**config.mk**
```make
export PLATFORM = sky130hd
export DESIGN_NAME = green_pixel_centroid
export DESIGN_NICKNAME = d
export VERILOG_FILES = /design/src/design/gpc_pkg.sv /design/src/design/gpc_front.sv /design/src/design/gpc_queue.sv /design/src/design/gpc_back.sv /design/src/design/green_pixel_centroid.sv
export SDC_FILE = /design/constraint.sdc
export NUM_CORES = 1
export LEC_CHECK = 0
export BUFFER_PORTS_ARGS = -buffer_cell sky130_fd_sc_hd__buf_2
export CORE_MARGIN = 2
export CORE_UTILIZATION = 50
export DETAILED_ROUTE_END_ITERATION = 16
export GPL_ROUTABILITY_DRIVEN = 0
export PLACE_DENSITY = 0.62
export SLEW_MARGIN = 20
export SYNTH_ARGS = -nofsm -noshare
export SYNTH_HDL_FRONTEND = slang
export SYNTH_SLANG_ARGS = --single-unit
```
**constraint.sdc**
```tcl
create_clock -name clk -period 6.45 [get_ports clk]
set_input_delay 0.3225 -clock clk [delete_from_list [all_inputs] [get_ports clk]]
set_output_delay 0.3225 -clock clk [all_outputs]
set_load 0.05 [all_outputs]
```
**src/design/gpc_pkg.sv**
```systemverilog
`default_nettype none
// ----------------------------------------------------------------------------
// gpc_pkg
// Shared constants for the green pixel centroid block: field widths,
// configuration register indexes and their reset values.
// ----------------------------------------------------------------------------
package gpc_pkg;

	localparam int CHAN_W      = 8;   // red, green, blue
	localparam int TOL_W       = 8;   // tolerance register
	localparam int IMG_W_W     = 13;  // image_width register
	localparam int CFG_DATA_W  = 13;  // widest register
	localparam int CFG_INDEX_W = 1;
	localparam int CENT_W      = 12;  // centroid_x, centroid_y
	localparam int GCOUNT_W    = 25;  // green_count

	localparam logic [CFG_INDEX_W-1:0] REG_TOLERANCE   = 1'b0;
	localparam logic [CFG_INDEX_W-1:0] REG_IMAGE_WIDTH = 1'b1;

	localparam logic [TOL_W-1:0]   TOLERANCE_RESET   = 8'd50;
	localparam logic [IMG_W_W-1:0] IMAGE_WIDTH_RESET = 13'd640;

endpackage
`default_nettype wire

```
**src/design/gpc_front.sv**
```systemverilog
`default_nettype none
// ----------------------------------------------------------------------------
// gpc_front
// Accepts pixels, classifies them as green, tracks column and row, and
// accumulates the count and coordinate sums of green pixels. At the end of a
// frame it pushes the totals into the frame queue and clears itself.
// ----------------------------------------------------------------------------
module gpc_front #(
	parameter int MAX_WIDTH  = 4096,
	parameter int MAX_HEIGHT = 4096,
	parameter int CNT_W      = 25,
	parameter int SUM_W      = 37
) (
	input  wire                                     clk,
	input  wire                                     arst_n,
	// configuration
	input  wire                                     cfg_write,
	input  wire  [gpc_pkg::CFG_INDEX_W-1:0]         cfg_index,
	input  wire  [gpc_pkg::CFG_DATA_W-1:0]          cfg_data,
	// pixel channel
	input  wire                                     in_valid,
	output logic                                    in_stall,
	input  wire  [gpc_pkg::CHAN_W-1:0]              red,
	input  wire  [gpc_pkg::CHAN_W-1:0]              green,
	input  wire  [gpc_pkg::CHAN_W-1:0]              blue,
	input  wire                                     last_of_frame,
	// frame queue
	input  wire                                     q_full,
	output logic                                    q_push,
	output logic [CNT_W-1:0]                        push_count,
	output logic [SUM_W-1:0]                        push_sum_x,
	output logic [SUM_W-1:0]                        push_sum_y
);

	localparam int COL_W  = (MAX_WIDTH > 1) ? $clog2(MAX_WIDTH) : 1;
	localparam int ROW_W  = (MAX_HEIGHT > 1) ? $clog2(MAX_HEIGHT) : 1;
	localparam int CAP    = MAX_WIDTH * MAX_HEIGHT;
	localparam int LIM_RAW = $clog2(MAX_WIDTH + 1);
	localparam int LIM_W  = (LIM_RAW > gpc_pkg::IMG_W_W) ? LIM_RAW : gpc_pkg::IMG_W_W;

	logic [gpc_pkg::TOL_W-1:0]   tolerance_q;
	logic [gpc_pkg::IMG_W_W-1:0] image_width_q;
	logic [COL_W-1:0]            column_q;
	logic [ROW_W-1:0]            row_q;
	logic [CNT_W-1:0]            count_q;
	logic [SUM_W-1:0]            sum_x_q;
	logic [SUM_W-1:0]            sum_y_q;

	logic                        accept;
	logic                        is_green;
	logic                        take;
	logic [gpc_pkg::CHAN_W:0]    red_lim;
	logic [gpc_pkg::CHAN_W:0]    blue_lim;
	logic [LIM_W-1:0]            width_ext;
	logic [LIM_W-1:0]            limit;
	logic [LIM_W-1:0]            col_inc;
	logic                        wrap;
	logic [ROW_W:0]              row_inc;
	logic [CNT_W-1:0]            count_n;
	logic [SUM_W-1:0]            sum_x_n;
	logic [SUM_W-1:0]            sum_y_n;

	assign in_stall = q_full;
	assign accept   = in_valid && !in_stall;

	assign red_lim  = {1'b0, red} + {1'b0, tolerance_q};
	assign blue_lim = {1'b0, blue} + {1'b0, tolerance_q};
	assign is_green = ({1'b0, green} > red_lim) && ({1'b0, green} > blue_lim);
	// Green pixels past the cap are ignored so the sums cannot overflow.
	assign take     = is_green && (count_q < CNT_W'(CAP));

	assign count_n = count_q + CNT_W'(take);
	assign sum_x_n = take ? sum_x_q + SUM_W'(column_q) : sum_x_q;
	assign sum_y_n = take ? sum_y_q + SUM_W'(row_q) : sum_y_q;

	// A width of zero counts as one pixel per row; wider rows wrap at the maximum.
	assign width_ext = LIM_W'(image_width_q);
	always_comb begin
		priority if (image_width_q == '0) begin
			limit = LIM_W'(1);
		end else if (width_ext > LIM_W'(MAX_WIDTH)) begin
			limit = LIM_W'(MAX_WIDTH);
		end else begin
			limit = width_ext;
		end
	end
	assign col_inc = LIM_W'(column_q) + LIM_W'(1);
	assign wrap    = col_inc >= limit;
	assign row_inc = {1'b0, row_q} + (ROW_W+1)'(1);

	assign q_push     = accept && last_of_frame;
	assign push_count = count_n;
	assign push_sum_x = sum_x_n;
	assign push_sum_y = sum_y_n;

	always_ff @(posedge clk or negedge arst_n) begin
		if (!arst_n) begin
			tolerance_q   <= gpc_pkg::TOLERANCE_RESET;
			image_width_q <= gpc_pkg::IMAGE_WIDTH_RESET;
		end else if (cfg_write) begin
			unique case (cfg_index)
				gpc_pkg::REG_TOLERANCE:   tolerance_q   <= cfg_data[gpc_pkg::TOL_W-1:0];
				gpc_pkg::REG_IMAGE_WIDTH: image_width_q <= cfg_data;
				default: ;
			endcase
		end
	end

	always_ff @(posedge clk or negedge arst_n) begin
		if (!arst_n) begin
			column_q <= '0;
			row_q    <= '0;
			count_q  <= '0;
			sum_x_q  <= '0;
			sum_y_q  <= '0;
		end else if (accept) begin
			if (last_of_frame) begin
				column_q <= '0;
				row_q    <= '0;
				count_q  <= '0;
				sum_x_q  <= '0;
				sum_y_q  <= '0;
			end else begin
				count_q <= count_n;
				sum_x_q <= sum_x_n;
				sum_y_q <= sum_y_n;
				if (wrap) begin
					column_q <= '0;
					if (row_inc < (ROW_W+1)'(MAX_HEIGHT)) begin
						row_q <= row_inc[ROW_W-1:0];
					end
				end else begin
					column_q <= col_inc[COL_W-1:0];
				end
			end
		end
	end

endmodule
`default_nettype wire

```
**src/design/gpc_queue.sv**
```systemverilog
`default_nettype none
// ----------------------------------------------------------------------------
// gpc_queue
// Two-entry queue of frame totals between the pixel front end and the
// divider back end.
// ----------------------------------------------------------------------------
module gpc_queue #(
	parameter int WIDTH = 97
) (
	input  wire              clk,
	input  wire              arst_n,
	input  wire              push,
	input  wire  [WIDTH-1:0] push_data,
	input  wire              pop,
	output logic [WIDTH-1:0] head_data,
	output logic             full,
	output logic             empty
);

	logic [WIDTH-1:0] mem_q [0:1];
	logic             wr_ptr_q;
	logic             rd_ptr_q;
	logic [1:0]       fill_q;

	assign full      = fill_q == 2'd2;
	assign empty     = fill_q == 2'd0;
	assign head_data = mem_q[rd_ptr_q];

	always_ff @(posedge clk) begin
		if (push) begin
			mem_q[wr_ptr_q] <= push_data;
		end
	end

	always_ff @(posedge clk or negedge arst_n) begin
		if (!arst_n) begin
			wr_ptr_q <= 1'b0;
			rd_ptr_q <= 1'b0;
			fill_q   <= 2'd0;
		end else begin
			if (push) begin
				wr_ptr_q <= !wr_ptr_q;
			end
			if (pop) begin
				rd_ptr_q <= !rd_ptr_q;
			end
			fill_q <= fill_q + 2'(push) - 2'(pop);
		end
	end

	a_no_overflow: assert property (@(posedge clk) disable iff (!arst_n) full |-> !push)
		else $error("frame queue written while full");
	a_no_underflow: assert property (@(posedge clk) disable iff (!arst_n) empty |-> !pop)
		else $error("frame queue read while empty");
	a_fill_bound: assert property (@(posedge clk) disable iff (!arst_n) fill_q != 2'd3)
		else $error("frame queue fill level out of range");

endmodule
`default_nettype wire

```
**src/design/gpc_back.sv**
```systemverilog
`default_nettype none
// ----------------------------------------------------------------------------
// gpc_back
// Takes one frame's totals from the queue, divides both coordinate sums by
// the count one quotient bit per cycle, and holds the result until taken.
// ----------------------------------------------------------------------------
module gpc_back #(
	parameter int MAX_WIDTH  = 4096,
	parameter int MAX_HEIGHT = 4096,
	parameter int CNT_W      = 25,
	parameter int SUM_W      = 37
) (
	input  wire                                clk,
	input  wire                                arst_n,
	// frame queue
	input  wire                                q_empty,
	output logic                               q_pop,
	input  wire  [CNT_W-1:0]                   head_count,
	input  wire  [SUM_W-1:0]                   head_sum_x,
	input  wire  [SUM_W-1:0]                   head_sum_y,
	// result channel
	output logic                               out_valid,
	input  wire                                out_stall,
	output logic                               found_green,
	output logic [gpc_pkg::CENT_W-1:0]         centroid_x,
	output logic [gpc_pkg::CENT_W-1:0]         centroid_y,
	output logic [gpc_pkg::GCOUNT_W-1:0]       green_count
);

	localparam int COL_W  = (MAX_WIDTH > 1) ? $clog2(MAX_WIDTH) : 1;
	localparam int ROW_W  = (MAX_HEIGHT > 1) ? $clog2(MAX_HEIGHT) : 1;
	localparam int ITER   = (COL_W > ROW_W) ? COL_W : ROW_W;
	localparam int STEP_W = (ITER > 1) ? $clog2(ITER) : 1;

	localparam logic [1:0] ST_IDLE = 2'd0;
	localparam logic [1:0] ST_DIV  = 2'd1;
	localparam logic [1:0] ST_OUT  = 2'd2;

	logic [1:0]        state_q;
	logic [SUM_W-1:0]  rem_x_q;
	logic [SUM_W-1:0]  rem_y_q;
	logic [SUM_W-1:0]  dsh_q;
	logic [ITER-1:0]   quo_x_q;
	logic [ITER-1:0]   quo_y_q;
	logic [CNT_W-1:0]  cnt_q;
	logic [STEP_W-1:0] step_q;
	logic              out_valid_q;

	logic              ge_x;
	logic              ge_y;
	logic              found;
	logic [31:0]       quo_x_w;
	logic [31:0]       quo_y_w;
	logic [31:0]       cnt_w;

	assign q_pop = (state_q == ST_IDLE) && !q_empty;
	assign ge_x  = rem_x_q >= dsh_q;
	assign ge_y  = rem_y_q >= dsh_q;

	// The mean of a coordinate is below its maximum, so ITER quotient bits suffice.
	always_ff @(posedge clk or negedge arst_n) begin
		if (!arst_n) begin
			state_q     <= ST_IDLE;
			out_valid_q <= 1'b0;
			step_q      <= '0;
		end else begin
			unique case (state_q)
				ST_IDLE: begin
					if (!q_empty) begin
						state_q <= ST_DIV;
						step_q  <= STEP_W'(ITER - 1);
					end
				end
				ST_DIV: begin
					if (step_q == '0) begin
						state_q     <= ST_OUT;
						out_valid_q <= 1'b1;
					end else begin
						step_q <= step_q - STEP_W'(1);
					end
				end
				ST_OUT: begin
					if (!out_stall) begin
						state_q     <= ST_IDLE;
						out_valid_q <= 1'b0;
					end
				end
				default: begin
					state_q     <= ST_IDLE;
					out_valid_q <= 1'b0;
				end
			endcase
		end
	end

	always_ff @(posedge clk) begin
		if (q_pop) begin
			rem_x_q <= head_sum_x;
			rem_y_q <= head_sum_y;
			dsh_q   <= SUM_W'(head_count) << (ITER - 1);
			cnt_q   <= head_count;
			quo_x_q <= '0;
			quo_y_q <= '0;
		end else if (state_q == ST_DIV) begin
			if (ge_x) begin
				rem_x_q <= rem_x_q - dsh_q;
			end
			if (ge_y) begin
				rem_y_q <= rem_y_q - dsh_q;
			end
			quo_x_q <= (quo_x_q << 1) | ITER'(ge_x);
			quo_y_q <= (quo_y_q << 1) | ITER'(ge_y);
			dsh_q   <= dsh_q >> 1;
		end
	end

	assign found   = cnt_q != '0;
	assign quo_x_w = 32'(quo_x_q);
	assign quo_y_w = 32'(quo_y_q);
	assign cnt_w   = 32'(cnt_q);

	assign out_valid   = out_valid_q;
	assign found_green = found;
	assign centroid_x  = found ? quo_x_w[gpc_pkg::CENT_W-1:0] : '0;
	assign centroid_y  = found ? quo_y_w[gpc_pkg::CENT_W-1:0] : '0;
	assign green_count = cnt_w[gpc_pkg::GCOUNT_W-1:0];

	a_empty_frame: assert property (@(posedge clk) disable iff (!arst_n)
		(out_valid && !found_green) |->
		(centroid_x == '0 && centroid_y == '0 && green_count == '0))
		else $error("empty frame reported a nonzero result");
	a_pop_starts_div: assert property (@(posedge clk) disable iff (!arst_n)
		q_pop |=> (state_q == ST_DIV && !out_valid_q))
		else $error("division did not start after taking a frame");
	a_div_no_result: assert property (@(posedge clk) disable iff (!arst_n)
		(state_q == ST_DIV) |-> (!out_valid_q && !q_pop))
		else $error("result shown or queue read during division");

endmodule
`default_nettype wire

```
**src/design/green_pixel_centroid.sv**
```systemverilog
`default_nettype none
// ----------------------------------------------------------------------------
// green_pixel_centroid
// Finds the count and truncated centroid of green pixels in a raster-order
// RGB frame and reports them once per frame.
// ----------------------------------------------------------------------------
// Channel   Direction  Handshake           Payload
// pixel     in         in_valid/in_stall   red, green, blue, last_of_frame
// result    out        out_valid/out_stall found_green, centroid_x, centroid_y,
//                                          green_count
// config    in         cfg_write           cfg_index, cfg_data
//
// Pixels are accepted one per cycle while in_stall is low. Each frame's
// totals wait in a two-entry queue; the back end divides one quotient bit
// per cycle after its frame leaves the queue. in_stall rises only while the
// queue is full. Reset restores tolerance 50 and width 640 and clears all
// counters.
// ----------------------------------------------------------------------------
module green_pixel_centroid #(
	parameter int MAX_WIDTH  = 4096,
	parameter int MAX_HEIGHT = 4096
) (
	input  wire                               clk,
	input  wire                               arst_n,
	input  wire                               cfg_write,
	input  wire  [gpc_pkg::CFG_INDEX_W-1:0]   cfg_index,
	input  wire  [gpc_pkg::CFG_DATA_W-1:0]    cfg_data,
	input  wire                               in_valid,
	output logic                              in_stall,
	input  wire  [gpc_pkg::CHAN_W-1:0]        red,
	input  wire  [gpc_pkg::CHAN_W-1:0]        green,
	input  wire  [gpc_pkg::CHAN_W-1:0]        blue,
	input  wire                               last_of_frame,
	output logic                              out_valid,
	input  wire                               out_stall,
	output logic                              found_green,
	output logic [gpc_pkg::CENT_W-1:0]        centroid_x,
	output logic [gpc_pkg::CENT_W-1:0]        centroid_y,
	output logic [gpc_pkg::GCOUNT_W-1:0]      green_count
);

	localparam int COL_W = (MAX_WIDTH > 1) ? $clog2(MAX_WIDTH) : 1;
	localparam int ROW_W = (MAX_HEIGHT > 1) ? $clog2(MAX_HEIGHT) : 1;
	localparam int ITER  = (COL_W > ROW_W) ? COL_W : ROW_W;
	localparam int CAP   = MAX_WIDTH * MAX_HEIGHT;
	localparam int CNT_W = $clog2(CAP + 1);
	localparam int SUM_W = CNT_W + ITER;
	localparam int Q_W   = CNT_W + 2 * SUM_W;

	logic             q_full;
	logic             q_empty;
	logic             q_push;
	logic             q_pop;
	logic [CNT_W-1:0] push_count;
	logic [SUM_W-1:0] push_sum_x;
	logic [SUM_W-1:0] push_sum_y;
	logic [Q_W-1:0]   head_data;

	gpc_front #(
		.MAX_WIDTH  (MAX_WIDTH),
		.MAX_HEIGHT (MAX_HEIGHT),
		.CNT_W      (CNT_W),
		.SUM_W      (SUM_W)
	) u_front (
		.clk           (clk),
		.arst_n        (arst_n),
		.cfg_write     (cfg_write),
		.cfg_index     (cfg_index),
		.cfg_data      (cfg_data),
		.in_valid      (in_valid),
		.in_stall      (in_stall),
		.red           (red),
		.green         (green),
		.blue          (blue),
		.last_of_frame (last_of_frame),
		.q_full        (q_full),
		.q_push        (q_push),
		.push_count    (push_count),
		.push_sum_x    (push_sum_x),
		.push_sum_y    (push_sum_y)
	);

	gpc_queue #(
		.WIDTH (Q_W)
	) u_queue (
		.clk       (clk),
		.arst_n    (arst_n),
		.push      (q_push),
		.push_data ({push_count, push_sum_x, push_sum_y}),
		.pop       (q_pop),
		.head_data (head_data),
		.full      (q_full),
		.empty     (q_empty)
	);

	gpc_back #(
		.MAX_WIDTH  (MAX_WIDTH),
		.MAX_HEIGHT (MAX_HEIGHT),
		.CNT_W      (CNT_W),
		.SUM_W      (SUM_W)
	) u_back (
		.clk         (clk),
		.arst_n      (arst_n),
		.q_empty     (q_empty),
		.q_pop       (q_pop),
		.head_count  (head_data[Q_W-1 -: CNT_W]),
		.head_sum_x  (head_data[2*SUM_W-1 -: SUM_W]),
		.head_sum_y  (head_data[SUM_W-1:0]),
		.out_valid   (out_valid),
		.out_stall   (out_stall),
		.found_green (found_green),
		.centroid_x  (centroid_x),
		.centroid_y  (centroid_y),
		.green_count (green_count)
	);

endmodule
`default_nettype wire
```
# After elaboration in Yosys (flattened, before gate mapping)
# Memories as Yosys holds them, arrays and structs flattened.
# Cells that the tools add are included.
[word_totals]
mem_bits_rw = 198
output_inout_bits = 52
in_bits = 44
elab_cells = 114
register_bits = 314
n_memories = 1
[mem_list]
columns = ["name", "words", "word_bits", "rd", "rd_ports_with_merged_regs", "write_ports", "line_no", "text"]
rows = [
  ["u_queue.mem_q", 2, 99, 1, 0, 1, "gpc_queue.sv:20", "logic [WIDTH-1:0] mem_q [0:1];"],
]
[classes]
n_mux = 34
bitwise_logic = 4
magnitude_cmp = 8
n_eq_ne = 7
reduce_logical = 28
n_addsub = 12
[ops]
columns = ["operator", "count"]
rows = [
  ["$mux W37", 10],
  ["$mux W12", 7],
  ["$add A37 B12 Y37", 2],
  ["$ge A37 B36 Y1", 2],
  ["$sub A37 B36 Y37", 2],
  ["$mux W36", 2],
  ["$add A12 B1 Y13 const B", 2],
  ["$mux W13", 2],
  ["$add A25 B1 Y25", 1],
  ["$lt A25 B25 Y1 const B", 1],
  ["$mux W25", 1],
  ["$reduce_bool A25 Y1", 1],
  ["$or A12 B1 Y12", 2],
  ["$add A8 B8 Y9", 2],
  ["$gt A8 B9 Y1", 2],
  ["$ge A13 B13 Y1", 1],
  ["$gt A13 B13 Y1 const B", 1],
  ["$logic_not A13 Y1", 1],
  ["$lt A13 B13 Y1 const B", 1],
  ["$reduce_and A3 Y1", 4],
  ["$reduce_bool A2 Y1", 6],
  ["$mux W4", 2],
  ["$pmux W4 S2", 1],
  ["$reduce_and A2 Y1", 4],
  ["other kinds (16)", 33],
]

# Longest topological paths before layout
# Gate-level depths: netlist of run 1.
[depth]
depth_word = 6
depth_mapped = 29
mapped_depth_nobuf = 27

# Modules after synthesis
# A second synthesis of run 1 with hierarchy kept.
[hier_totals]
hier_cells = 2759
area_unflattened_um2 = 29681.0
[modules_own_cells]
columns = ["module", "instances", "area_each_um2", "cells_each", "seq_area_each_um2"]
rows = [
  ["gpc_front", 1, 11081.9, 1236, 3609.7],
  ["gpc_back", 1, 10759.1, 1200, 4599.4],
  ["gpc_queue", 1, 7840.0, 323, 6045.8],
]

# Worst setup path after synthesis of run 1
# No wires, ideal clock.
[synth_path]
path_kind = "register to register"
from = "reg u_queue.fill_q[1]"
to = "mem u_queue.mem_q[0][0] (netlist name) (enable)"
path_stages_with_launch = 6
required_time_ns = 5.892
period_less_slack_ns = 5.985
t_arrival_ns = 5.427
n_path_buf = 1
setup_ns = 0.558
setup_slack_ns = 0.465
path_cell_list = "dfrtp_1 > nor2b_1 > nor2b_1 > clkbuf_1 > nand2_1 > nor2_1"
[synth_via]
elab_chain_cells = 6
[synth_rtl]
columns = ["item", "line_no", "text"]
rows = [
  ["start: declaration", "gpc_queue.sv:23", "logic [1:0] fill_q;"],
  ["start signal: assignment", "gpc_queue.sv:47", "fill_q <= fill_q + 2'(push) - 2'(pop);"],
  ["$eq A2 B2 Y1", "gpc_queue.sv:25", "assign full = fill_q == 2'd2;"],
  ["named net in_stall", "green_pixel_centroid.sv:29", "output logic in_stall,"],
  ["$logic_not A1 Y1", "gpc_front.sv:64", "assign accept = in_valid && !in_stall;"],
  ["$logic_and A1 B1 Y1", "gpc_front.sv:64", ""],
  ["$logic_and A1 B1 Y1", "gpc_front.sv:91", "assign q_push = accept && last_of_frame;"],
  ["$mux W1", "gpc_queue.sv:30", "if (push) begin"],
  ["$mux W1 (not written as such)", "gpc_queue.sv:31", "mem_q[wr_ptr_q] <= push_data;"],
  ["end: declaration", "gpc_queue.sv:20", ""],
]
# The timed path passes the listed nets, and every way through them passes these cells.

# Final worst setup path of run 1
[layout_path]
from = "reg u_front.tolerance_q[1] (netlist name)"
to = "reg u_front.count_q[24]"
[layout_via]
elab_chain_cells = 6
elab_cells_between_ends = 8
classes_between = "3 x add/sub; 2 x order compare; 1 x mux; 2 x reduce/logical"
[layout_rtl]
columns = ["item", "line_no", "text"]
rows = [
  ["start: declaration", "gpc_front.sv:41", "logic [gpc_pkg::TOL_W-1:0] tolerance_q;"],
  ["start signal: assignment", "gpc_front.sv:98", "tolerance_q <= gpc_pkg::TOLERANCE_RESET;"],
  ["start signal: assignment", "gpc_front.sv:102", "gpc_pkg::REG_TOLERANCE: tolerance_q <= cfg_data[gpc_pkg::TOL_W-1:0];"],
  ["$add A8 B8 Y9, on equally long branches", "gpc_front.sv:66, gpc_front.sv:67", ""],
  ["$gt A8 B9 Y1", "gpc_front.sv:68", "assign is_green = ({1'b0, green} > red_lim) && ({1'b0, green} > blue_lim);"],
  ["$logic_and A1 B1 Y1 *", "gpc_front.sv:68", ""],
  ["$logic_and A1 B1 Y1 *", "gpc_front.sv:70", "assign take = is_green && (count_q < CNT_W'(CAP));"],
  ["$add A25 B1 Y25 *", "gpc_front.sv:72", "assign count_n = count_q + CNT_W'(take);"],
  ["named net push_count[24]", "green_pixel_centroid.sv:54", "logic [CNT_W-1:0] push_count;"],
  ["$mux W25 *", "gpc_front.sv:117", "if (last_of_frame) begin"],
  ["end signal: assignment", "gpc_front.sv:124", "count_q <= count_n;"],
  ["end: declaration", "gpc_front.sv:45", "logic [CNT_W-1:0] count_q;"],
]
# The timed path passes the listed nets; every way through them passes the cells marked *.
# A chain may end at the register's enable or synchronous reset.

==> results of run 1 <==
routing by layer:
metal	global-route usage [%]	share of wire, %
met5	0	0
met2	38.2	46
met4	7.15	2.6
met3	3.86	5.7
met1	33.4	46
power by group:
| part | internal (mW) | switching [mW] |
|---|---|---|
| combinational | 2.95 | 5.14 |
| clock | 1.89 | 1.35 |
| sequential | 4.89 | 0.553 |
layout make-up:
type / count / area (um^2) / area share [%]
multi-input combinational: 1955 / 13100 / 41.8
clock buffer: 72 / 1500 / 4.79
inverter: 106 / 403 / 1.29
sequential: 512 / 14300 / 45.5
clock inverter: 32 / 349 / 1.11
timing repair buffer: 129 / 785 / 2.50
tap: 756 / 946 / 3.02
through the flow:
stage | cells | util (%) | hold slack (ns)
final | 3562 | 55.9 | 0.0787
after global routing | 3562 | 55.9 | 0.0818
after CTS | 3562 | 55.9 | 0.0534
after detailed placement | 3444 | 52.3 | 0.385
after global placement | 3444 | 52.3 | 0.385
after floorplan | 2703 | - | 0.0269
timing repair:
item	4_1_cts	5_1_grt
buffers inserted	0	0
hold buffers	14	0
endpoints found under the hold margin	74	0
resized for setup	0	0
placed cells by master (no fill, tap or decap), drive strengths merged, types with 22 or more instances in the layout:
master	Yosys	routed
nand4	34	34
mux2	70	70
a21o	53	53
nand2	337	337
xor2	85	85
a211oi	23	23
ha	149	149
inv	105	107
a21oi	200	200
dfxtp	35	35
and3	26	26
nor2b	53	53
nor2	166	166
edfxtp	322	322
o21ai	188	188
buf	17	115
xnor2	100	100
clkinv	1	22
clkbuf	113	72
a22o	29	29
mux2i	94	94
dfrtp	150	150
nand3	60	60
nor3	50	50
path summary, 6_finish.rpt:
| kind | end | slack (ns) |
|---|---|---|
| max in group asynchronous | u_front.sum_x_q[22] | 4.86 |
| min | u_back.out_valid | 0.08 |
| min in group asynchronous | u_back.out_valid | 0.28 |
| max reg2reg | u_front.count_q[24] | 0.44 |
| max | u_front.count_q[24] | 0.44 |
| min reg2reg | u_back.quo_y_q[8] | 0.45 |
Yosys cell counts (6+ instances only):
cell type,count
sky130_fd_sc_hd__nand2b_1,16
sky130_fd_sc_hd__o21bai_1,17
sky130_fd_sc_hd__nor2b_1,53
sky130_fd_sc_hd__and3_1,26
sky130_fd_sc_hd__nand2_1,337
sky130_fd_sc_hd__buf_2,7
sky130_fd_sc_hd__xor2_1,85
sky130_fd_sc_hd__inv_1,104
sky130_fd_sc_hd__o211ai_1,12
sky130_fd_sc_hd__nand4_1,33
sky130_fd_sc_hd__or4_1,10
sky130_fd_sc_hd__a211oi_1,23
sky130_fd_sc_hd__a21oi_1,200
sky130_fd_sc_hd__o22ai_1,9
sky130_fd_sc_hd__fa_1,6
sky130_fd_sc_hd__and2_1,16
sky130_fd_sc_hd__nor2_1,166
sky130_fd_sc_hd__edfxtp_1,322
sky130_fd_sc_hd__o21a_1,18
sky130_fd_sc_hd__dfrtp_1,150
sky130_fd_sc_hd__a311o_1,6
sky130_fd_sc_hd__ha_1,149
sky130_fd_sc_hd__a22oi_1,7
sky130_fd_sc_hd__nor4_1,14
sky130_fd_sc_hd__nand3_1,59
sky130_fd_sc_hd__a31oi_1,17
sky130_fd_sc_hd__xnor2_1,100
sky130_fd_sc_hd__nor3_1,46
sky130_fd_sc_hd__o31ai_1,11
sky130_fd_sc_hd__mux2i_1,94
sky130_fd_sc_hd__dfxtp_1,35
sky130_fd_sc_hd__a21o_1,53
sky130_fd_sc_hd__mux2_2,70
sky130_fd_sc_hd__or3_1,9
sky130_fd_sc_hd__a22o_1,29
sky130_fd_sc_hd__o21ai_0,183
sky130_fd_sc_hd__buf_1,10
sky130_fd_sc_hd__clkbuf_1,112
sequential cells by signal, summed over array words and instances, names as in the netlist, 4 cells and up:
signal and flops:
u_front.tolerance_q 8, u_front.sum_y_q 37, u_back.rem_x_q 37, u_front.image_width_q 13, u_back.dsh_q 36, u_queue.mem_q 198
u_back.quo_y_q 12, u_front.column_q 12, u_back.step_q 4, u_back.green_count 25, u_front.row_q 12, u_back.rem_y_q 37
u_front.sum_x_q 37, u_front.count_q 25, u_back.quo_x_q 12
kinds of logic after synthesis:
logic type      Yosys count  synth area share [%]
simple gates            821                  13.7
compound gates          630                  13.6
flops                   512                  50.6
buf+inv                 236                  3.18
xor+xnor                185                  5.75
mux                     164                  6.13
fa+ha+maj               155                  7.04
worst min-delay path, stage by stage:
cell                      delay [ns]
sky130_fd_sc_hd__buf_2          0.09
sky130_fd_sc_hd__nor2b_1        0.13
sky130_fd_sc_hd__nand2_1        0.06
sky130_fd_sc_hd__o21ai_0        0.06
==> flow_summary.html, run 1 <==
<table>
<tr><th>Metric</th><th>Value</th></tr>
<tr><th colspan="2">Die</th></tr>
<tr><td>Overall die width</td><td>~240 um</td></tr>
<tr><td>Number of core rows</td><td>87</td></tr>
<tr><td>Initial core utilization</td><td>50.3%</td></tr>
<tr><td>I/O pin total</td><td>96</td></tr>
<tr><td>Total core area</td><td>56100 um^2</td></tr>
<tr><td>Height of the chip</td><td>241 um</td></tr>
<tr><td>Total Die Area</td><td>just under 60000 um^2</td></tr>
<tr><th colspan="2">Hold path</th></tr>
<tr><td>Type of the worst min-delay path</td><td>primary input to flop</td></tr>
<tr><td>Hold depth</td><td>4</td></tr>
<tr><td>Worst hold path startpoint</td><td>out_stall</td></tr>
<tr><th colspan="2">Placement</th></tr>
<tr><td>Setup slack after placement</td><td>0.538 ns</td></tr>
<tr><td>Area of placed instances</td><td>29300 um^2</td></tr>
<tr><td>Count of input and output buffers</td><td>95</td></tr>
<tr><td>Detail Placement HPWL</td><td>48200 um</td></tr>
<tr><th colspan="2">Timing</th></tr>
<tr><td>Final-report setup violation count</td><td>0</td></tr>
<tr><td>Worst-margin pin slew</td><td>1.04 ns</td></tr>
<tr><td>Number of hold violations in the final report</td><td>0</td></tr>
<tr><td>Clock Skews</td><td>0.0311 ns</td></tr>
<tr><td>Headroom to the max-slew limit</td><td>30.9%</td></tr>
<tr><td>Final period util</td><td>between 90% and 100%</td></tr>
<tr><td>Achievable frequency</td><td>between 150 and 200 MHz</td></tr>
<tr><td>Max-slew violation total from the final report</td><td>0</td></tr>
<tr><td>Setup slack after layout</td><td>0.440 ns</td></tr>
<tr><td>Setup repair after global routing missed its margin</td><td>no</td></tr>
<tr><td>Final Critical Period</td><td>about 6 ns</td></tr>
<tr><td>Setup_tns</td><td>0 ns</td></tr>
<tr><th colspan="2">Global routing</th></tr>
<tr><td>Number of antenna violations at the first check in global routing</td><td>0</td></tr>
<tr><td>GR Overflow Total</td><td>0</td></tr>
<tr><td>Largest net degree at the start of global routing</td><td>between 70 and 80</td></tr>
<tr><td>First-pass GRT wire length</td><td>108000 um</td></tr>
<tr><td>GRT Resource Usage Total</td><td>23.8%</td></tr>
<tr><td>Via count of the first global-routing pass</td><td>19800</td></tr>
<tr><th colspan="2">Logic synthesis</th></tr>
<tr><td>Number of synthesis warnings</td><td>0</td></tr>
<tr><td>Area share of the largest cell type after synthesis</td><td>34.3%</td></tr>
<tr><td>Number of instances in the synthesized netlist</td><td>2703</td></tr>
<tr><td>Post-synth top flop</td><td>sky130_fd_sc_hd__edfxtp_1</td></tr>
<tr><td>#FFs+latches synth</td><td>a little over 500</td></tr>
<tr><td>Cell taking the most area after synthesis</td><td>sky130_fd_sc_hd__edfxtp_1</td></tr>
<tr><td>Synth area leaders</td><td>sky130_fd_sc_hd__edfxtp_1 (34%), sky130_fd_sc_hd__dfrtp_1 (13%), sky130_fd_sc_hd__ha_1 (6.6%)</td></tr>
<tr><td>Synthesized netlist net count</td><td>2902</td></tr>
<tr><td>Sequential share of the synthesized area</td><td>50.6%</td></tr>
<tr><td>Post-synthesis area per instance</td><td>between 10 and 15 um^2</td></tr>
<tr><td>Combined area of all synthesized cells</td><td>between 20000 and 30000 um^2</td></tr>
<tr><td>Fraction of synthesis flops using an asynchronous set or reset pin</td><td>between 30% and 40%</td></tr>
<tr><td>Number of distinct library cells after synthesis</td><td>80</td></tr>
<tr><td>Number of flops mapped to enable cells by yosys</td><td>322</td></tr>
<tr><th colspan="2">Drt</th></tr>
<tr><td>Initial detailed-routing violation count</td><td>roughly 1600</td></tr>
<tr><td>Number of detailed-routing iterations run before antenna repair</td><td>5</td></tr>
<tr><td>Routed Antenna Nets</td><td>0</td></tr>
<tr><td>DR vias/cell</td><td>5.77</td></tr>
<tr><td>Count of vias placed by the detailed router</td><td>around 20000</td></tr>
<tr><td>Mean routed wirelength per cell</td><td>approximately 19 um</td></tr>
<tr><td>Final wirelength</td><td>69000 um</td></tr>
<tr><td>Number of design rule violations left after detail routing</td><td>0</td></tr>
<tr><th colspan="2">Clock tree</th></tr>
<tr><td>Number of CTS-inserted buffers</td><td>56</td></tr>
<tr><td>CTS sink count</td><td>512</td></tr>
<tr><td>Worst-Skew Late Latency</td><td>0.62 ns</td></tr>
<tr><td>Clock slew at the register clock pins of the worst setup and hold paths</td><td>about 0.06 ns</td></tr>
<tr><td>Deepest clock path buffer count</td><td>3</td></tr>
<tr><td>CTS tree</td><td>done</td></tr>
<tr><td>Root Buffer Master</td><td>sky130_fd_sc_hd__clkbuf_16</td></tr>
<tr><td>H-tree levels</td><td>2</td></tr>
<tr><th colspan="2">Layout</th></tr>
<tr><td>Count of inserted antenna diode cells</td><td>0</td></tr>
<tr><td>Number of filler cells placed in the layout</td><td>4848</td></tr>
<tr><td>Total non-filler cell area in the finished layout</td><td>31300 um^2</td></tr>
<tr><td>Synthesis-to-layout area growth</td><td>11.1%</td></tr>
<tr><td>Net count, final</td><td>2959</td></tr>
<tr><td>Share of cells above drive strength 1</td><td>11.1%</td></tr>
<tr><th colspan="2">Worst setup path</th></tr>
<tr><td>Maximum fanout along the worst path</td><td>6</td></tr>
<tr><td>Data required time at the worst endpoint</td><td>between 6 and 7 ns</td></tr>
<tr><td>Endpoint kind of the worst setup timing path</td><td>flop</td></tr>
<tr><td>Launching point of the worst reg2reg path</td><td>u_front.tolerance_q[1]</td></tr>
<tr><td>Setup crit start</td><td>u_front.tolerance_q[1]</td></tr>
<tr><td>Slowest stage cell on the critical path</td><td>sky130_fd_sc_hd__dfstp_2</td></tr>
<tr><td>Worst setup path class</td><td>flop to flop</td></tr>
<tr><td>Cell count along the critical path</td><td>26</td></tr>
<tr><td>CP Data Arrival Time</td><td>6.52 ns</td></tr>
<tr><td>Critical Path Source Type</td><td>flop</td></tr>
<tr><td>Worst reg-to-reg path cell count</td><td>26</td></tr>
<tr><td>Largest incremental delay on the critical path</td><td>about 0.56 ns</td></tr>
<tr><td>Buffers and inverters on the worst path</td><td>1</td></tr>
<tr><td>Top cell family by delay on the critical path</td><td>compound AO/OA/AOI/OAI gates</td></tr>
<tr><td>Critical Path Most Common Cell</td><td>sky130_fd_sc_hd__ha_1</td></tr>
<tr><th colspan="2">Run</th></tr>
<tr><td>Number of maximum-capacitance constraint violations</td><td>0</td></tr>
<tr><th colspan="2">Power and ir drop</th></tr>
<tr><td>VDD IR-drop max</td><td>0.274 mV</td></tr>
<tr><td>Leak</td><td>12.8 nW</td></tr>
<tr><td>PD cells</td><td>536 nW/um^2</td></tr>
<tr><td>Sum of internal, switching and leakage power</td><td>approximately 17 mW</td></tr>
<tr><th colspan="2">Status</th></tr>
<tr><td>Outcome</td><td>finished, final reports clean</td></tr>
</table>
Note: power is estimated with default switching activity, not from simulation.
==> run 2, diff against run 1 <==
- HOLD_SLACK_MARGIN: default -> 0.15
==> flow_summary.html, run 2 (synthesis results as in run 1) <==
<table>
<tr><th>Metric</th><th>Value</th></tr>
<tr><th colspan="2">Status</th></tr>
<tr><td>Outcome</td><td>finished, final reports clean (unchanged)</td></tr>
<tr><th colspan="2">Die</th></tr>
<tr><td>I/O pin total</td><td>96 (unchanged)</td></tr>
<tr><td>Number of core rows</td><td>87 (unchanged)</td></tr>
<tr><td>Initial core utilization</td><td>50.3% (unchanged)</td></tr>
<tr><td>Total core area</td><td>56100 um^2 (unchanged)</td></tr>
<tr><td>Height of the chip</td><td>241 um (unchanged)</td></tr>
<tr><td>Overall die width</td><td>241 um (unchanged)</td></tr>
<tr><td>Total Die Area</td><td>58300 um^2 (unchanged)</td></tr>
<tr><th colspan="2">Timing</th></tr>
<tr><td>Setup_tns</td><td>0 ns (unchanged)</td></tr>
<tr><td>Final period util</td><td>93.6% (was 93.2%)</td></tr>
<tr><td>Final-report setup violation count</td><td>0 (unchanged)</td></tr>
<tr><td>Number of hold violations in the final report</td><td>0 (unchanged)</td></tr>
<tr><td>Max-slew violation total from the final report</td><td>0 (unchanged)</td></tr>
<tr><td>Final Critical Period</td><td>6.04 ns (was 6.01 ns)</td></tr>
<tr><td>Post-route worst hold slack</td><td>0.276 ns (was 0.0787 ns)</td></tr>
<tr><td>Worst-margin pin slew</td><td>1.04 ns (about the same)</td></tr>
<tr><td>Achievable frequency</td><td>166 MHz (about the same)</td></tr>
<tr><td>Setup repair after global routing missed its margin</td><td>no (unchanged)</td></tr>
<tr><td>Clock Skews</td><td>0.0326 ns (was 0.0311 ns)</td></tr>
<tr><td>Headroom to the max-slew limit</td><td>31.0% (was 30.9%)</td></tr>
<tr><th colspan="2">Placement</th></tr>
<tr><td>Placed cells</td><td>3444 (unchanged)</td></tr>
<tr><td>Detail Placement HPWL</td><td>48200 um (unchanged)</td></tr>
<tr><td>Count of input and output buffers</td><td>95 (unchanged)</td></tr>
<tr><th colspan="2">Global routing</th></tr>
<tr><td>Largest net degree at the start of global routing</td><td>76 (unchanged)</td></tr>
<tr><td>Met3 layer usage reported by global route</td><td>3.86% (unchanged)</td></tr>
<tr><td>Number of antenna violations at the first check in global routing</td><td>0 (unchanged)</td></tr>
<tr><td>GR Overflow Total</td><td>0 (unchanged)</td></tr>
<tr><td>GRT Max-Usage Layer</td><td>met2 (unchanged)</td></tr>
<tr><td>GRT Resource Usage Total</td><td>23.8% (unchanged)</td></tr>
<tr><td>Via count of the first global-routing pass</td><td>19800 (unchanged)</td></tr>
<tr><td>First-pass GRT wire length</td><td>108000 um (unchanged)</td></tr>
<tr><td>Met1 demand-to-capacity share in global routing</td><td>33.4% (unchanged)</td></tr>
<tr><td>GR Util met2</td><td>38.2% (unchanged)</td></tr>
<tr><th colspan="2">Worst setup path</th></tr>
<tr><td>Endpoint kind of the worst setup timing path</td><td>flop (unchanged)</td></tr>
<tr><td>Maximum fanout along the worst path</td><td>6 (unchanged)</td></tr>
<tr><td>Worst setup path class</td><td>flop to flop (unchanged)</td></tr>
<tr><td>Data required time at the worst endpoint</td><td>6.96 ns (about the same)</td></tr>
<tr><td>CP Data Arrival Time</td><td>6.55 ns (was 6.52 ns)</td></tr>
<tr><td>Critical Path Source Type</td><td>flop (unchanged)</td></tr>
<tr><th colspan="2">Layout</th></tr>
<tr><td>Number of filler cells placed in the layout</td><td>4846 (was 4848)</td></tr>
<tr><td>Count of inserted antenna diode cells</td><td>0 (unchanged)</td></tr>
<tr><td>Flip-flop count of the largest register after layout</td><td>198 (unchanged)</td></tr>
<tr><td>Filler-free cell count of the finished design</td><td>3564 (was 3562)</td></tr>
<tr><td>Net count, final</td><td>2961 (was 2959)</td></tr>
<tr><td>Share of cells above drive strength 1</td><td>11.1% (about the same)</td></tr>
<tr><td>Synthesis-to-layout area growth</td><td>11.2% (was 11.1%)</td></tr>
<tr><td>Most common cell after layout, fill and taps aside</td><td>sky130_fd_sc_hd__nand2_1 (unchanged)</td></tr>
<tr><td>Top register by number of flip-flops</td><td>u_queue.mem_q (unchanged)</td></tr>
<tr><td>Commonest cells after routing, fill and taps aside</td><td>sky130_fd_sc_hd__nand2_1 (336), sky130_fd_sc_hd__edfxtp_1 (322), sky130_fd_sc_hd__a21oi_1 (200) (unchanged)</td></tr>
<tr><th colspan="2">Power and ir drop</th></tr>
<tr><td>Leak</td><td>12.8 nW (about the same)</td></tr>
<tr><td>PD cells</td><td>535 nW/um^2 (was 536 nW/um^2)</td></tr>
<tr><td>Sum of internal, switching and leakage power</td><td>16.8 mW (about the same)</td></tr>
<tr><td>VDD IR-drop max</td><td>0.275 mV (was 0.274 mV)</td></tr>
<tr><th colspan="2">Clock tree</th></tr>
<tr><td>Clock slew at the register clock pins of the worst setup and hold paths</td><td>0.06 ns (about the same)</td></tr>
<tr><td>CTS sink count</td><td>512 (unchanged)</td></tr>
<tr><td>Number of CTS-inserted buffers</td><td>56 (unchanged)</td></tr>
<tr><td>Root Buffer Master</td><td>sky130_fd_sc_hd__clkbuf_16 (unchanged)</td></tr>
<tr><td>CTS tree</td><td>done (unchanged)</td></tr>
<tr><td>Deepest clock path buffer count</td><td>3 (unchanged)</td></tr>
<tr><td>Worst-Skew Late Latency</td><td>0.62 ns (about the same)</td></tr>
<tr><td>Number of buffers inserted by post-CTS setup repair</td><td>0 (unchanged)</td></tr>
<tr><td>H-tree levels</td><td>2 (unchanged)</td></tr>
<tr><th colspan="2">Drt</th></tr>
<tr><td>Mean routed wirelength per cell</td><td>19.4 um (about the same)</td></tr>
<tr><td>Number of design rule violations left after detail routing</td><td>0 (unchanged)</td></tr>
<tr><td>Final wirelength</td><td>69100 um (was 69000 um)</td></tr>
<tr><td>Routed Antenna Nets</td><td>0 (unchanged)</td></tr>
<tr><td>Initial detailed-routing violation count</td><td>1601 (was 1550)</td></tr>
<tr><td>DR vias/cell</td><td>5.77 (about the same)</td></tr>
<tr><td>Number of detailed-routing iterations run before antenna repair</td><td>6 (was 5)</td></tr>
<tr><td>Count of vias placed by the detailed router</td><td>20600 (was 20500)</td></tr>
<tr><th colspan="2">Hold path</th></tr>
<tr><td>Type of the worst min-delay path</td><td>primary input to async pin (was primary input to flop)</td></tr>
<tr><th colspan="2">Run</th></tr>
<tr><td>Number of maximum-capacitance constraint violations</td><td>0 (unchanged)</td></tr>
</table>
run 2: final cells by class:
type | count | area, um^2 | share of cell area, %
Tap cell | 756 | 946 | 3.02
Multi-Input combinational cell | 1955 | 13100 | 41.7
Inverter | 106 | 403 | 1.29
Clock buffer | 72 | 1500 | 4.79
Sequential cell | 512 | 14300 | 45.5
Clock inverter | 32 | 349 | 1.11
Timing Repair Buffer | 131 | 805 | 2.57
run 2: critical path: stages (launching register included):
cell	delay, ns
sky130_fd_sc_hd__dfstp_2	0.56
sky130_fd_sc_hd__ha_1	0.23
sky130_fd_sc_hd__a21o_1	0.17
sky130_fd_sc_hd__a21oi_1	0.27
sky130_fd_sc_hd__o21ai_0	0.12
sky130_fd_sc_hd__a21oi_1	0.23
sky130_fd_sc_hd__o21bai_1	0.09
sky130_fd_sc_hd__a21oi_1	0.18
sky130_fd_sc_hd__xor2_1	0.10
sky130_fd_sc_hd__ha_1	0.31
sky130_fd_sc_hd__nor2_1	0.04
sky130_fd_sc_hd__a221oi_1	0.23
sky130_fd_sc_hd__o211ai_1	0.17
sky130_fd_sc_hd__a2111oi_2	0.29
sky130_fd_sc_hd__o211a_1	0.25
sky130_fd_sc_hd__nand2_1	0.08
sky130_fd_sc_hd__inv_1	0.14
sky130_fd_sc_hd__ha_1	0.24
sky130_fd_sc_hd__ha_1	0.22
sky130_fd_sc_hd__and3_1	0.21
sky130_fd_sc_hd__nand3_1	0.24
sky130_fd_sc_hd__nor4_2	0.53
sky130_fd_sc_hd__and3_1	0.34
sky130_fd_sc_hd__and2_1	0.19
sky130_fd_sc_hd__nand4_1	0.12
sky130_fd_sc_hd__xnor2_1	0.17
sky130_fd_sc_hd__a22o_1	0.19
run 2: timing repair:
action                    4_1_cts  5_1_grt
hold endpoints to repair       81        0
hold buffers                   16        0
resized for setup               0        0
run 2: final timing paths:
check	start	cells after the start	slack, ns	to
setup / recovery	u_front.tolerance_q[1]	26	0.41	u_front.count_q[24]
max in group asynchronous	arst_n	3	4.85	u_front.sum_x_q[22]
setup reg to reg	u_front.tolerance_q[1]	26	0.41	u_front.count_q[24]
hold reg to reg	u_back.quo_y_q[7]	2	0.45	u_back.quo_y_q[8]
min in group clk	in_valid	5	0.35	u_front.count_q[2]
hold / removal	arst_n	2	0.28	u_back.out_valid
run 2: per-layer routing:
layer / vias up / wire [um]
met5: - / 0
met4: 0 / 1880
met3: 124 / 3700
met2: 538 / 31600
met1: 10000 / 32000
li1: 9889 / -
run 2: through the flow:
| stage | area, um^2 | util (%) | worst slack (ns) |
|---|---|---|---|
| final | 31400 | 55.9 | 0.415 |
| after global routing | 31400 | 55.9 | 0.0581 |
| after CTS | 31300 | 55.9 | 0.523 |
| after detailed placement | 29300 | 52.3 | 0.538 |
| after global placement | 29300 | 52.3 | 0.697 |
| after floorplan | 28200 | - | 0.465 |
run 2: power breakdown:
part	total [mW]	switching, mW	internal (mW)
logic	8.10	5.15	2.95
clock network	3.24	1.35	1.89
registers	5.45	0.555	4.89
